--- config.mk ---
export PLATFORM = sky130hd
export DESIGN_NAME = pid_speed_controller_antiwindup
export DESIGN_NICKNAME = d
export VERILOG_FILES = /design/src/psc_pkg.sv /design/src/psc_mul.sv /design/src/psc_seq.sv /design/src/pid_speed_controller_antiwindup.sv
export SDC_FILE = /design/constraint.sdc
export NUM_CORES = 2
export LEC_CHECK = 0
export ABC_AREA = 1
export CAP_MARGIN = 10
export CORE_MARGIN = 1
export CORE_UTILIZATION = 35
export CTS_CLUSTER_SIZE = 40
export DETAILED_ROUTE_END_ITERATION = 6
export DONT_BUFFER_PORTS = 1
export PLACE_DENSITY = 0.55
export REMOVE_ABC_BUFFERS = 1
export SYNTH_ARGS = -nofsm -noshare
export SYNTH_HDL_FRONTEND = slang
export SYNTH_HIERARCHICAL = 1
export SYNTH_SLANG_ARGS = --single-unit
--- constraint.sdc ---
create_clock -name clk -period 7.7 [get_ports clk]
set_clock_uncertainty 0.05 [all_clocks]
set_input_delay 1.155 -clock clk [delete_from_list [all_inputs] [get_ports clk]]
set_output_delay 1.155 -clock clk [all_outputs]
set_load 0.01 [all_outputs]
--- src/psc_pkg.sv ---
// Shared types, widths and constants for the PID speed controller.
// No dependencies; imported by every module of the block.
package psc_pkg;

  // Parameter defaults
  localparam int GAIN_FRAC_BITS_DEF = 8;
  localparam int INTEG_WIDTH_DEF    = 32;

  // Fixed formats
  localparam int INTEG_FRAC  = 8;   // integrator fraction bits
  localparam int INTEG_MAX_W = 48;  // widest integrator supported
  localparam int CHUNK_W     = 24;  // integrator split for the multiplier
  localparam int MUL_A_W     = 17;  // gain operand, signed
  localparam int MUL_B_W     = 25;  // data operand, signed
  localparam int MUL_P_W     = MUL_A_W + MUL_B_W;
  localparam int ACC_W       = 66;  // exact drive sum
  localparam int BACK_W      = 50;  // back-calculation term

  localparam logic [7:0] DUTY_MAX = 8'd255;

  // Register map
  localparam int CFG_IDX_W  = 3;
  localparam int CFG_DATA_W = 16;
  localparam logic [CFG_IDX_W-1:0] REG_SETPOINT    = 3'd0;
  localparam logic [CFG_IDX_W-1:0] REG_PROP_GAIN   = 3'd1;
  localparam logic [CFG_IDX_W-1:0] REG_INTEG_GAIN  = 3'd2;
  localparam logic [CFG_IDX_W-1:0] REG_DERIV_GAIN  = 3'd3;
  localparam logic [CFG_IDX_W-1:0] REG_WINDUP_GAIN = 3'd4;

  // Register reset values
  localparam logic [7:0]  SETPOINT_RST    = 8'd60;
  localparam logic [15:0] PROP_GAIN_RST   = 16'd256;
  localparam logic [15:0] INTEG_GAIN_RST  = 16'd128;
  localparam logic [15:0] DERIV_GAIN_RST  = 16'd1024;
  localparam logic [15:0] WINDUP_GAIN_RST = 16'd256;

  // Sequencer states
  typedef enum logic [3:0] {
    S_IDLE,
    S_INTEG,
    S_MUL_D,
    S_MUL_IL,
    S_MUL_IH,
    S_ACC,
    S_RAW,
    S_BACK,
    S_BDIV,
    S_WB
  } state_t;

  // Multiplier operand selection
  typedef enum logic [2:0] {
    MSEL_NONE,
    MSEL_P,
    MSEL_D,
    MSEL_IL,
    MSEL_IH,
    MSEL_B
  } mul_sel_t;

  // Accumulator operation on the registered product
  typedef enum logic [2:0] {
    ACC_HOLD,
    ACC_LOAD8,
    ACC_ADD8,
    ACC_ADD0,
    ACC_ADD24
  } acc_op_t;

  // Controls from the sequencer to the datapath
  typedef struct packed {
    logic     integ_add;
    logic     mul_en;
    mul_sel_t mul_sel;
    acc_op_t  acc_op;
    logic     raw_en;
    logic     back_en;
    logic     wb_go;
  } ctl_t;

endpackage

--- src/psc_mul.sv ---
// Shared signed multiplier with registered product.
// Depends on psc_pkg for operand widths.
module psc_mul
  import psc_pkg::*;
(
  input  logic                      clk,
  input  logic                      en,
  input  logic signed [MUL_A_W-1:0] a,
  input  logic signed [MUL_B_W-1:0] b,
  output logic signed [MUL_P_W-1:0] p
);

  logic signed [MUL_P_W-1:0] p_r;

  // One product per enabled cycle
  always_ff @(posedge clk) begin
    if (en) begin
      p_r <= a * b;
    end
  end

  assign p = p_r;

endmodule

--- src/psc_seq.sv ---
// Sequencer that steps one control tick through the shared multiplier.
// Depends on psc_pkg for state and control types.
module psc_seq
  import psc_pkg::*;
(
  input  logic clk,
  input  logic rst_n,
  input  logic in_fire,
  input  logic out_free,
  output logic in_ready,
  output ctl_t ctl
);

  state_t state_r, state_nxt;

  // State register
  always_ff @(posedge clk) begin
    if (!rst_n) begin
      state_r <= S_IDLE;
    end else begin
      state_r <= state_nxt;
    end
  end

  // Next state and controls
  always_comb begin
    state_nxt     = state_r;
    in_ready      = 1'b0;
    ctl.integ_add = 1'b0;
    ctl.mul_en    = 1'b0;
    ctl.mul_sel   = MSEL_NONE;
    ctl.acc_op    = ACC_HOLD;
    ctl.raw_en    = 1'b0;
    ctl.back_en   = 1'b0;
    ctl.wb_go     = 1'b0;
    unique case (state_r)
      S_IDLE: begin
        in_ready = 1'b1;
        if (in_fire) state_nxt = S_INTEG;
      end
      S_INTEG: begin
        ctl.integ_add = 1'b1;
        ctl.mul_en    = 1'b1;
        ctl.mul_sel   = MSEL_P;
        state_nxt     = S_MUL_D;
      end
      S_MUL_D: begin
        ctl.mul_en  = 1'b1;
        ctl.mul_sel = MSEL_D;
        ctl.acc_op  = ACC_LOAD8;
        state_nxt   = S_MUL_IL;
      end
      S_MUL_IL: begin
        ctl.mul_en  = 1'b1;
        ctl.mul_sel = MSEL_IL;
        ctl.acc_op  = ACC_ADD8;
        state_nxt   = S_MUL_IH;
      end
      S_MUL_IH: begin
        ctl.mul_en  = 1'b1;
        ctl.mul_sel = MSEL_IH;
        ctl.acc_op  = ACC_ADD0;
        state_nxt   = S_ACC;
      end
      S_ACC: begin
        ctl.acc_op = ACC_ADD24;
        state_nxt  = S_RAW;
      end
      S_RAW: begin
        ctl.raw_en = 1'b1;
        state_nxt  = S_BACK;
      end
      S_BACK: begin
        ctl.mul_en  = 1'b1;
        ctl.mul_sel = MSEL_B;
        state_nxt   = S_BDIV;
      end
      S_BDIV: begin
        ctl.back_en = 1'b1;
        state_nxt   = S_WB;
      end
      S_WB: begin
        if (out_free) begin
          ctl.wb_go = 1'b1;
          state_nxt = S_IDLE;
        end
      end
      default: state_nxt = S_IDLE;
    endcase
  end

endmodule

--- src/pid_speed_controller_antiwindup.sv ---
// Top level of the PID speed controller with back-calculation anti-windup.
// Depends on psc_pkg, psc_mul and psc_seq.
//
// One beat on the input channel is one control tick carrying the measured
// speed; it yields one output beat with the duty (raw drive clamped to
// 0..255) and the raw drive (truncated toward zero, clamped to 16 bits).
// Ticks do not overlap: ready falls on acceptance and rises again after the
// integrator write-back, which waits until the previous result is taken.
// All five products (Kp*e, Kd*de, two halves of Ki*integrator,
// Kb*(raw-duty)) go through a single 17x25 multiplier one after another,
// with the drive normalize between the Ki and Kb products and the
// integrator write-back at the end. The output register holds a finished
// result while the next tick is already being worked on; if that result is
// still not taken when the next one finishes, the block waits.
// Configuration writes take effect at once and should be made while idle.
module pid_speed_controller_antiwindup
  import psc_pkg::*;
#(
  parameter int GAIN_FRAC_BITS = GAIN_FRAC_BITS_DEF,
  parameter int INTEG_WIDTH    = INTEG_WIDTH_DEF
) (
  input  logic                  clk,
  input  logic                  rst_n,
  // config port
  input  logic                  cfg_we,
  input  logic [CFG_IDX_W-1:0]  cfg_index,
  input  logic [CFG_DATA_W-1:0] cfg_data,
  // input channel
  input  logic                  in_valid,
  output logic                  in_ready,
  input  logic [7:0]            in_measured_speed,
  // result channel
  output logic                  out_valid,
  input  logic                  out_ready,
  output logic [7:0]            out_duty,
  output logic signed [15:0]    out_raw_drive
);

  localparam int GF = GAIN_FRAC_BITS;
  localparam int IW = INTEG_WIDTH;
  localparam int SH = GF + INTEG_FRAC;
  localparam int DW = ((IW > BACK_W) ? IW : BACK_W) + 1;

  localparam logic signed [IW-1:0]     I_MAX  = {1'b0, {(IW-1){1'b1}}};
  localparam logic signed [IW-1:0]     I_MIN  = {1'b1, {(IW-1){1'b0}}};
  localparam logic signed [ACC_W-1:0]  RND    = (ACC_W'(1) <<< SH) - ACC_W'(1);
  localparam logic signed [BACK_W-1:0] BRND   = (BACK_W'(1) <<< GF) - BACK_W'(1);
  localparam logic signed [ACC_W-1:0]  RAW_HI = ACC_W'(32767);
  localparam logic signed [ACC_W-1:0]  RAW_LO = ACC_W'(-32768);

  // Configuration registers
  logic [7:0]  setpoint_r;
  logic [15:0] prop_gain_r, integ_gain_r, deriv_gain_r, windup_gain_r;

  always_ff @(posedge clk) begin
    if (!rst_n) begin
      setpoint_r    <= SETPOINT_RST;
      prop_gain_r   <= PROP_GAIN_RST;
      integ_gain_r  <= INTEG_GAIN_RST;
      deriv_gain_r  <= DERIV_GAIN_RST;
      windup_gain_r <= WINDUP_GAIN_RST;
    end else if (cfg_we) begin
      unique case (cfg_index)
        REG_SETPOINT:    setpoint_r    <= cfg_data[7:0];
        REG_PROP_GAIN:   prop_gain_r   <= cfg_data;
        REG_INTEG_GAIN:  integ_gain_r  <= cfg_data;
        REG_DERIV_GAIN:  deriv_gain_r  <= cfg_data;
        REG_WINDUP_GAIN: windup_gain_r <= cfg_data;
        default: ;
      endcase
    end
  end

  // Sequencer
  ctl_t ctl;
  logic in_fire, out_free;
  logic out_valid_r;

  assign in_fire  = in_valid && in_ready;
  assign out_free = !out_valid_r || out_ready;

  psc_seq u_seq (
    .clk      (clk),
    .rst_n    (rst_n),
    .in_fire  (in_fire),
    .out_free (out_free),
    .in_ready (in_ready),
    .ctl      (ctl)
  );

  // Error, derivative and controller state
  logic signed [8:0]    err_r, err_nxt, last_err_r;
  logic signed [9:0]    deriv_r;
  logic signed [IW-1:0] integ_r;
  logic signed [16:0]   err_sh;
  logic signed [IW:0]   isum;
  logic                 isum_ovf;
  logic signed [IW-1:0] isum_sat;
  logic signed [BACK_W-1:0] back_r;
  logic signed [DW-1:0] idiff;
  logic [DW-IW:0]       idiff_top;
  logic                 idiff_ovf;
  logic signed [IW-1:0] idiff_sat;

  assign err_nxt = $signed({1'b0, setpoint_r}) - $signed({1'b0, in_measured_speed});
  assign err_sh  = {err_r, 8'd0};

  // integrator plus error in Q.8, saturated
  assign isum     = (IW+1)'(integ_r) + (IW+1)'(err_sh);
  assign isum_ovf = isum[IW] != isum[IW-1];
  assign isum_sat = isum_ovf ? (isum[IW] ? I_MIN : I_MAX) : isum[IW-1:0];

  // integrator minus back-calculation term, saturated
  assign idiff     = DW'(integ_r) - DW'(back_r);
  assign idiff_top = idiff[DW-1:IW-1];
  assign idiff_ovf = !((&idiff_top) || !(|idiff_top));
  assign idiff_sat = idiff_ovf ? (idiff[DW-1] ? I_MIN : I_MAX) : idiff[IW-1:0];

  always_ff @(posedge clk) begin
    if (in_fire) begin
      err_r <= err_nxt;
    end
  end

  always_ff @(posedge clk) begin
    if (!rst_n) begin
      last_err_r <= '0;
      integ_r    <= '0;
    end else if (ctl.integ_add) begin
      last_err_r <= err_r;
      integ_r    <= isum_sat;
    end else if (ctl.wb_go) begin
      integ_r    <= idiff_sat;
    end
  end

  always_ff @(posedge clk) begin
    if (ctl.integ_add) begin
      deriv_r <= 10'(err_r) - 10'(last_err_r);
    end
  end

  // Multiplier operands
  logic signed [INTEG_MAX_W-1:0] integ_x;
  logic signed [CHUNK_W-1:0]     integ_hi;
  logic signed [15:0]            raw_r;
  logic [7:0]                    duty_r;
  logic signed [16:0]            bdiff;
  logic signed [MUL_A_W-1:0]     mul_a;
  logic signed [MUL_B_W-1:0]     mul_b;
  logic signed [MUL_P_W-1:0]     prod;

  assign integ_x  = INTEG_MAX_W'(integ_r);
  assign integ_hi = integ_x[INTEG_MAX_W-1:CHUNK_W];
  assign bdiff    = 17'(raw_r) - 17'($signed({1'b0, duty_r}));

  always_comb begin
    unique case (ctl.mul_sel)
      MSEL_P: begin
        mul_a = $signed({1'b0, prop_gain_r});
        mul_b = MUL_B_W'(err_r);
      end
      MSEL_D: begin
        mul_a = $signed({1'b0, deriv_gain_r});
        mul_b = MUL_B_W'(deriv_r);
      end
      MSEL_IL: begin
        mul_a = $signed({1'b0, integ_gain_r});
        mul_b = $signed({1'b0, integ_x[CHUNK_W-1:0]});
      end
      MSEL_IH: begin
        mul_a = $signed({1'b0, integ_gain_r});
        mul_b = MUL_B_W'(integ_hi);
      end
      MSEL_B: begin
        mul_a = $signed({1'b0, windup_gain_r});
        mul_b = MUL_B_W'(bdiff);
      end
      default: begin
        mul_a = '0;
        mul_b = '0;
      end
    endcase
  end

  psc_mul u_mul (
    .clk (clk),
    .en  (ctl.mul_en),
    .a   (mul_a),
    .b   (mul_b),
    .p   (prod)
  );

  // Drive accumulator
  logic signed [ACC_W-1:0] acc_r, acc_nxt, prod_x;

  assign prod_x = ACC_W'(prod);

  always_comb begin
    unique case (ctl.acc_op)
      ACC_LOAD8: acc_nxt = prod_x <<< INTEG_FRAC;
      ACC_ADD8:  acc_nxt = acc_r + (prod_x <<< INTEG_FRAC);
      ACC_ADD0:  acc_nxt = acc_r + prod_x;
      ACC_ADD24: acc_nxt = acc_r + (prod_x <<< CHUNK_W);
      default:   acc_nxt = acc_r;
    endcase
  end

  always_ff @(posedge clk) begin
    acc_r <= acc_nxt;
  end

  // Raw drive: truncate toward zero, clamp to 16 bits, derive duty
  logic signed [ACC_W-1:0] acc_adj, acc_q;
  logic signed [15:0]      raw_nxt;
  logic [7:0]              duty_nxt;

  assign acc_adj = acc_r + (acc_r[ACC_W-1] ? RND : ACC_W'(0));
  assign acc_q   = acc_adj >>> SH;

  always_comb begin
    if (acc_q > RAW_HI) begin
      raw_nxt = 16'sh7FFF;
    end else if (acc_q < RAW_LO) begin
      raw_nxt = 16'sh8000;
    end else begin
      raw_nxt = acc_q[15:0];
    end
    if (raw_nxt[15]) begin
      duty_nxt = 8'd0;
    end else if (raw_nxt > 16'sd255) begin
      duty_nxt = DUTY_MAX;
    end else begin
      duty_nxt = raw_nxt[7:0];
    end
  end

  always_ff @(posedge clk) begin
    if (ctl.raw_en) begin
      raw_r  <= raw_nxt;
      duty_r <= duty_nxt;
    end
  end

  // Back-calculation term in Q.8, truncated toward zero
  logic signed [BACK_W-1:0] bv, bv_adj;

  assign bv     = BACK_W'(prod) <<< INTEG_FRAC;
  assign bv_adj = bv + (bv[BACK_W-1] ? BRND : BACK_W'(0));

  always_ff @(posedge clk) begin
    if (ctl.back_en) begin
      back_r <= bv_adj >>> GF;
    end
  end

  // Output register
  logic [7:0]         out_duty_r;
  logic signed [15:0] out_raw_r;

  always_ff @(posedge clk) begin
    if (!rst_n) begin
      out_valid_r <= 1'b0;
    end else if (ctl.wb_go) begin
      out_valid_r <= 1'b1;
    end else if (out_ready) begin
      out_valid_r <= 1'b0;
    end
  end

  always_ff @(posedge clk) begin
    if (ctl.wb_go) begin
      out_duty_r <= duty_r;
      out_raw_r  <= raw_r;
    end
  end

  assign out_valid     = out_valid_r;
  assign out_duty      = out_duty_r;
  assign out_raw_drive = out_raw_r;

`ifndef SYNTHESIS
  a_one_tick_at_a_time: assert property (@(posedge clk) disable iff (!rst_n)
    in_fire |=> !in_ready)
    else $error("input accepted while a tick is in progress");

  a_wb_loads_output: assert property (@(posedge clk) disable iff (!rst_n)
    ctl.wb_go |=> out_valid)
    else $error("write-back did not present a result");

  a_duty_neg: assert property (@(posedge clk) disable iff (!rst_n)
    out_valid && out_raw_drive[15] |-> out_duty == 8'd0)
    else $error("duty nonzero for negative drive");

  a_duty_high: assert property (@(posedge clk) disable iff (!rst_n)
    out_valid && !out_raw_drive[15] && (out_raw_drive[14:8] != 7'd0)
    |-> out_duty == DUTY_MAX)
    else $error("duty not saturated for large drive");

  a_duty_pass: assert property (@(posedge clk) disable iff (!rst_n)
    out_valid && !out_raw_drive[15] && (out_raw_drive[14:8] == 7'd0)
    |-> out_duty == out_raw_drive[7:0])
    else $error("duty differs from in-range drive");
`endif

endmodule
==> impl_metrics.json <==
{
  "area_growth_syn_to_layout_pct": 16.4,
  "cp.arrival_ns": 8.14,
  "antenna_found_initial": 5,
  "grt-ovfl-total": 0,
  "fin_tns_setup_ns": -0.867,
  "postLayoutSetupSlackWorst_ns": -0.112,
  "core.rowCount": 135,
  "power_density_nw_per_um2": 490,
  "die_w_um": 373,
  "die-height_um": 373,
  "drive_gt1_share_pct": 12.8,
  "cts_tree": "built",
  "cp_data_required_time_ns": 8.03,
  "min_path_cells": 2,
  "grt_pass1_wl_um": 275000,
  "drv_slew": 0,
  "violations": "setup timing",
  "cp-start-kind": "flip-flop",
  "synth_cell_types": 70,
  "cts_buffer_depth": 3,
  "status": "complete, but fails checks",
  "io_pins": 58,
  "post-dp-hpwl_um": 145000,
  "finalCritPeriodShare_pct": 101,
  "crit_type": "flip-flop to flip-flop",
  "critical_path.max_stage_delay_ns": 0.55,
  "drtIter0Drc": 4356,
  "drt_wl_total_um": 182000,
  "clockRootBuffer": "clkbuf_16",
  "cap_violations": 0,
  "max_slew_margin_pct": 22.6,
  "hold_viol": 0,
  "crit_path_top_delay_cell": "fa_1",
  "place_congestion": 0.989,
  "hold_path.class": "flip-flop to flip-flop",
  "crit_top_cell": "nand2_1",
  "min_period_ns": 7.81,
  "initial_core_util_pct": 35.5,
  "path_max_fanout": 7,
  "grt_use_total_pct": 25.6,
  "firstDrtPassIters": 7,
  "end_kind": "flip-flop",
  "yosysWarnings": 6,
  "clk_pin_slew_worst_paths_ns": 0.06,
  "syn_area_um2": 48300,
  "ant_nets": 0,
  "worst_pin_slew_ns": 1.15,
  "ys_ff_latch": 335,
  "cts.htree.levels": 2,
  "setup_viol": 13,
  "grt_max_degree": 94,
  "cts_buffers": 44,
  "dominantRegCellSynth": "edfxtp_1",
  "ir_drop_uv": 286,
  "fmax_mhz": 128,
  "reg2regPathDepth": 44,
  "synthCells": 7083,
  "cts_hold_buf": 0,
  "rsz0062_at_grt": "yes",
  "synth-edff-count": 217,
  "port_buffers": 0,
  "async_reset_ff_share_pct": 0,
  "clock-sinks": 335,
  "diodes": 0,
  "syn_avg_cell_area_um2": 6.82,
  "viasPerCell": 5.19,
  "core_area_um2": 136000,
  "seq_area_frac_synth_pct": 18.4,
  "p_leak_nw": 28.4,
  "layout.nets": 8099,
  "vias": 47262,
  "grt_pass1_vias": 46266,
  "fp.dieArea_um2": 139000,
  "clock_insertion_delay_worst_skew_ns": 0.62,
  "whs_ns": 0.405,
  "drc": 0,
  "avgRoutedWirePerCell_um": 20.0
}
[cell usage after synthesis, types with 7 or more instances]
| cell | count | area [um2] |
|---|---|---|
| a21boi_0 | 30 | 225 |
| a21o_1 | 28 | 210 |
| a21oi_1 | 496 | 2480 |
| a21oi_2 | 7 | 61.3 |
| a31oi_1 | 59 | 369 |
| clkbuf_1 | 153 | 574 |
| dfxtp_1 | 118 | 2360 |
| edfxtp_1 | 217 | 6520 |
| fa_1 | 424 | 8490 |
| ha_1 | 355 | 4440 |
| inv_1 | 1426 | 5350 |
| inv_2 | 29 | 109 |
| nand2_1 | 1840 | 6910 |
| nand2_2 | 40 | 250 |
| nand3_1 | 273 | 1370 |
| nand3_2 | 11 | 110 |
| nand3b_1 | 22 | 165 |
| nand4_1 | 86 | 538 |
| nor2_1 | 645 | 2420 |
| nor2_2 | 23 | 144 |
| nor3_1 | 48 | 240 |
| nor3_2 | 10 | 100 |
| nor4_1 | 17 | 106 |
| o2111ai_1 | 35 | 307 |
| o211ai_1 | 21 | 158 |
| o21a_1 | 14 | 105 |
| o21ai_0 | 352 | 1760 |
| o21ai_1 | 12 | 60.1 |
| o21bai_1 | 30 | 225 |
| o221ai_1 | 7 | 61.3 |
| or2_2 | 58 | 363 |
| xnor2_1 | 26 | 228 |
| xor2_1 | 86 | 753 |
[worst paths after layout]
path,startpoint,to,slack [ns]
setup / recovery,raw_r[0]$_DFFE_PP_,u_mul/p[36]$_DFFE_PP_,-0.11
hold / removal,last_err_r[8]$_SDFFE_PN0P_,last_err_r[8]$_SDFFE_PN0P_,0.41
setup reg to reg,raw_r[0]$_DFFE_PP_,u_mul/p[36]$_DFFE_PP_,-0.11
hold reg to reg,last_err_r[8]$_SDFFE_PN0P_,last_err_r[8]$_SDFFE_PN0P_,0.41
[power by group]
part | total [mW] | internal, mW | leakage (nW) | switching [mW]
clock network | 2.16 | 1.24 | 0.731 | 0.924
registers | 4.12 | 2.78 | 2.98 | 1.35
logic | 21.3 | 7.60 | 24.6 | 13.7
total | 27.5 | 11.6 | 28.4 | 15.9
[per-layer routing]
layer / vias up / track usage, % / wire length, um
li1: 22748 / - / -
met1: 22627 / 35.1 / 79900
met2: 1614 / 41.6 / 82800
met3: 273 / 2.95 / 13300
met4: 0 / 8.25 / 6240
met5: - / 0 / 0
[cell type report]
class                           instances  area (um2)
Tap cell                             1781        2230
Clock inverter                         19         213
Clock buffer                           63        1270
Timing Repair Buffer                  328        3150
Inverter                             1461        5510
Multi-Input combinational cell       5118       35000
Fill cell                           14149       79900
Sequential cell                       335        8880
[stage by stage]
stage	cells	setup WS (ns)	total power, mW	instance area (um2)	util [%]
floorplan	6914	-1.22	15.4	47600	-
detailed placement	8959	-0.336	22.7	52400	38.5
global placement	8959	-0.290	22.6	52400	38.5
CTS	9078	-0.0480	26.1	55000	40.4
global route	9105	-0.442	29.7	56200	41.3
finish	9105	-0.112	27.5	56200	41.3
[worst max-delay path, delay by kind of cell, from the launching register on]
kind / cells / cell delay (ns)
flops: 1 / 0.38
buf+inv: 10 / 0.97
fa+ha+maj: 9 / 3.76
simple gates: 20 / 1.68
compound gates: 5 / 0.74
[layout by cell type, fill, tap and decap left out, types with 98 or more instances in the layout]
cell	n
nand2_1	1741
inv_1	1371
nor2_1	601
a21oi_1	474
fa_1	398
o21ai_0	345
ha_1	324
buf_4	261
nand3_1	256
edfxtp_1	217
dfxtp_1	118
nand2_2	98
[registers in the layout (all words and copies together), names as in the netlist]
| name | count |
|---|---|
| out_valid | 1 |
| deriv_r | 10 |
| acc_r | 66 |
| deriv_gain_r | 16 |
| u_mul/p | 42 |
| raw_r | 16 |
| windup_gain_r | 16 |
| out_duty | 8 |
| u_seq/state_r | 4 |
| integ_r | 32 |
| prop_gain_r | 16 |
| back_r | 42 |
| out_raw_drive | 16 |
| last_err_r | 9 |
| setpoint_r | 8 |
| duty_r | 8 |
| err_r | 9 |
| integ_gain_r | 16 |
[cell families (layout without fill, tap and decap cells)]
group,after synthesis,count (layout),synth area share [%]
and+or+nand+nor,3103,3103,26.9
buffers and inverters,1630,1871,12.8
AOI/OAI and AO/OA,1121,1121,13.0
adders and majority gates,779,779,26.8
DFF,335,335,18.4
xor gates and xnor gates,114,114,2.12
other,1,1,0.00776
[timing repair]
item	in CTS	in global routing
gates resized for setup	177	271
pin swaps	77	172
setup endpoints to repair	24	29
gates cloned	2	4
buffers inserted	35	29
Note: power is estimated with default switching activity, not from simulation.
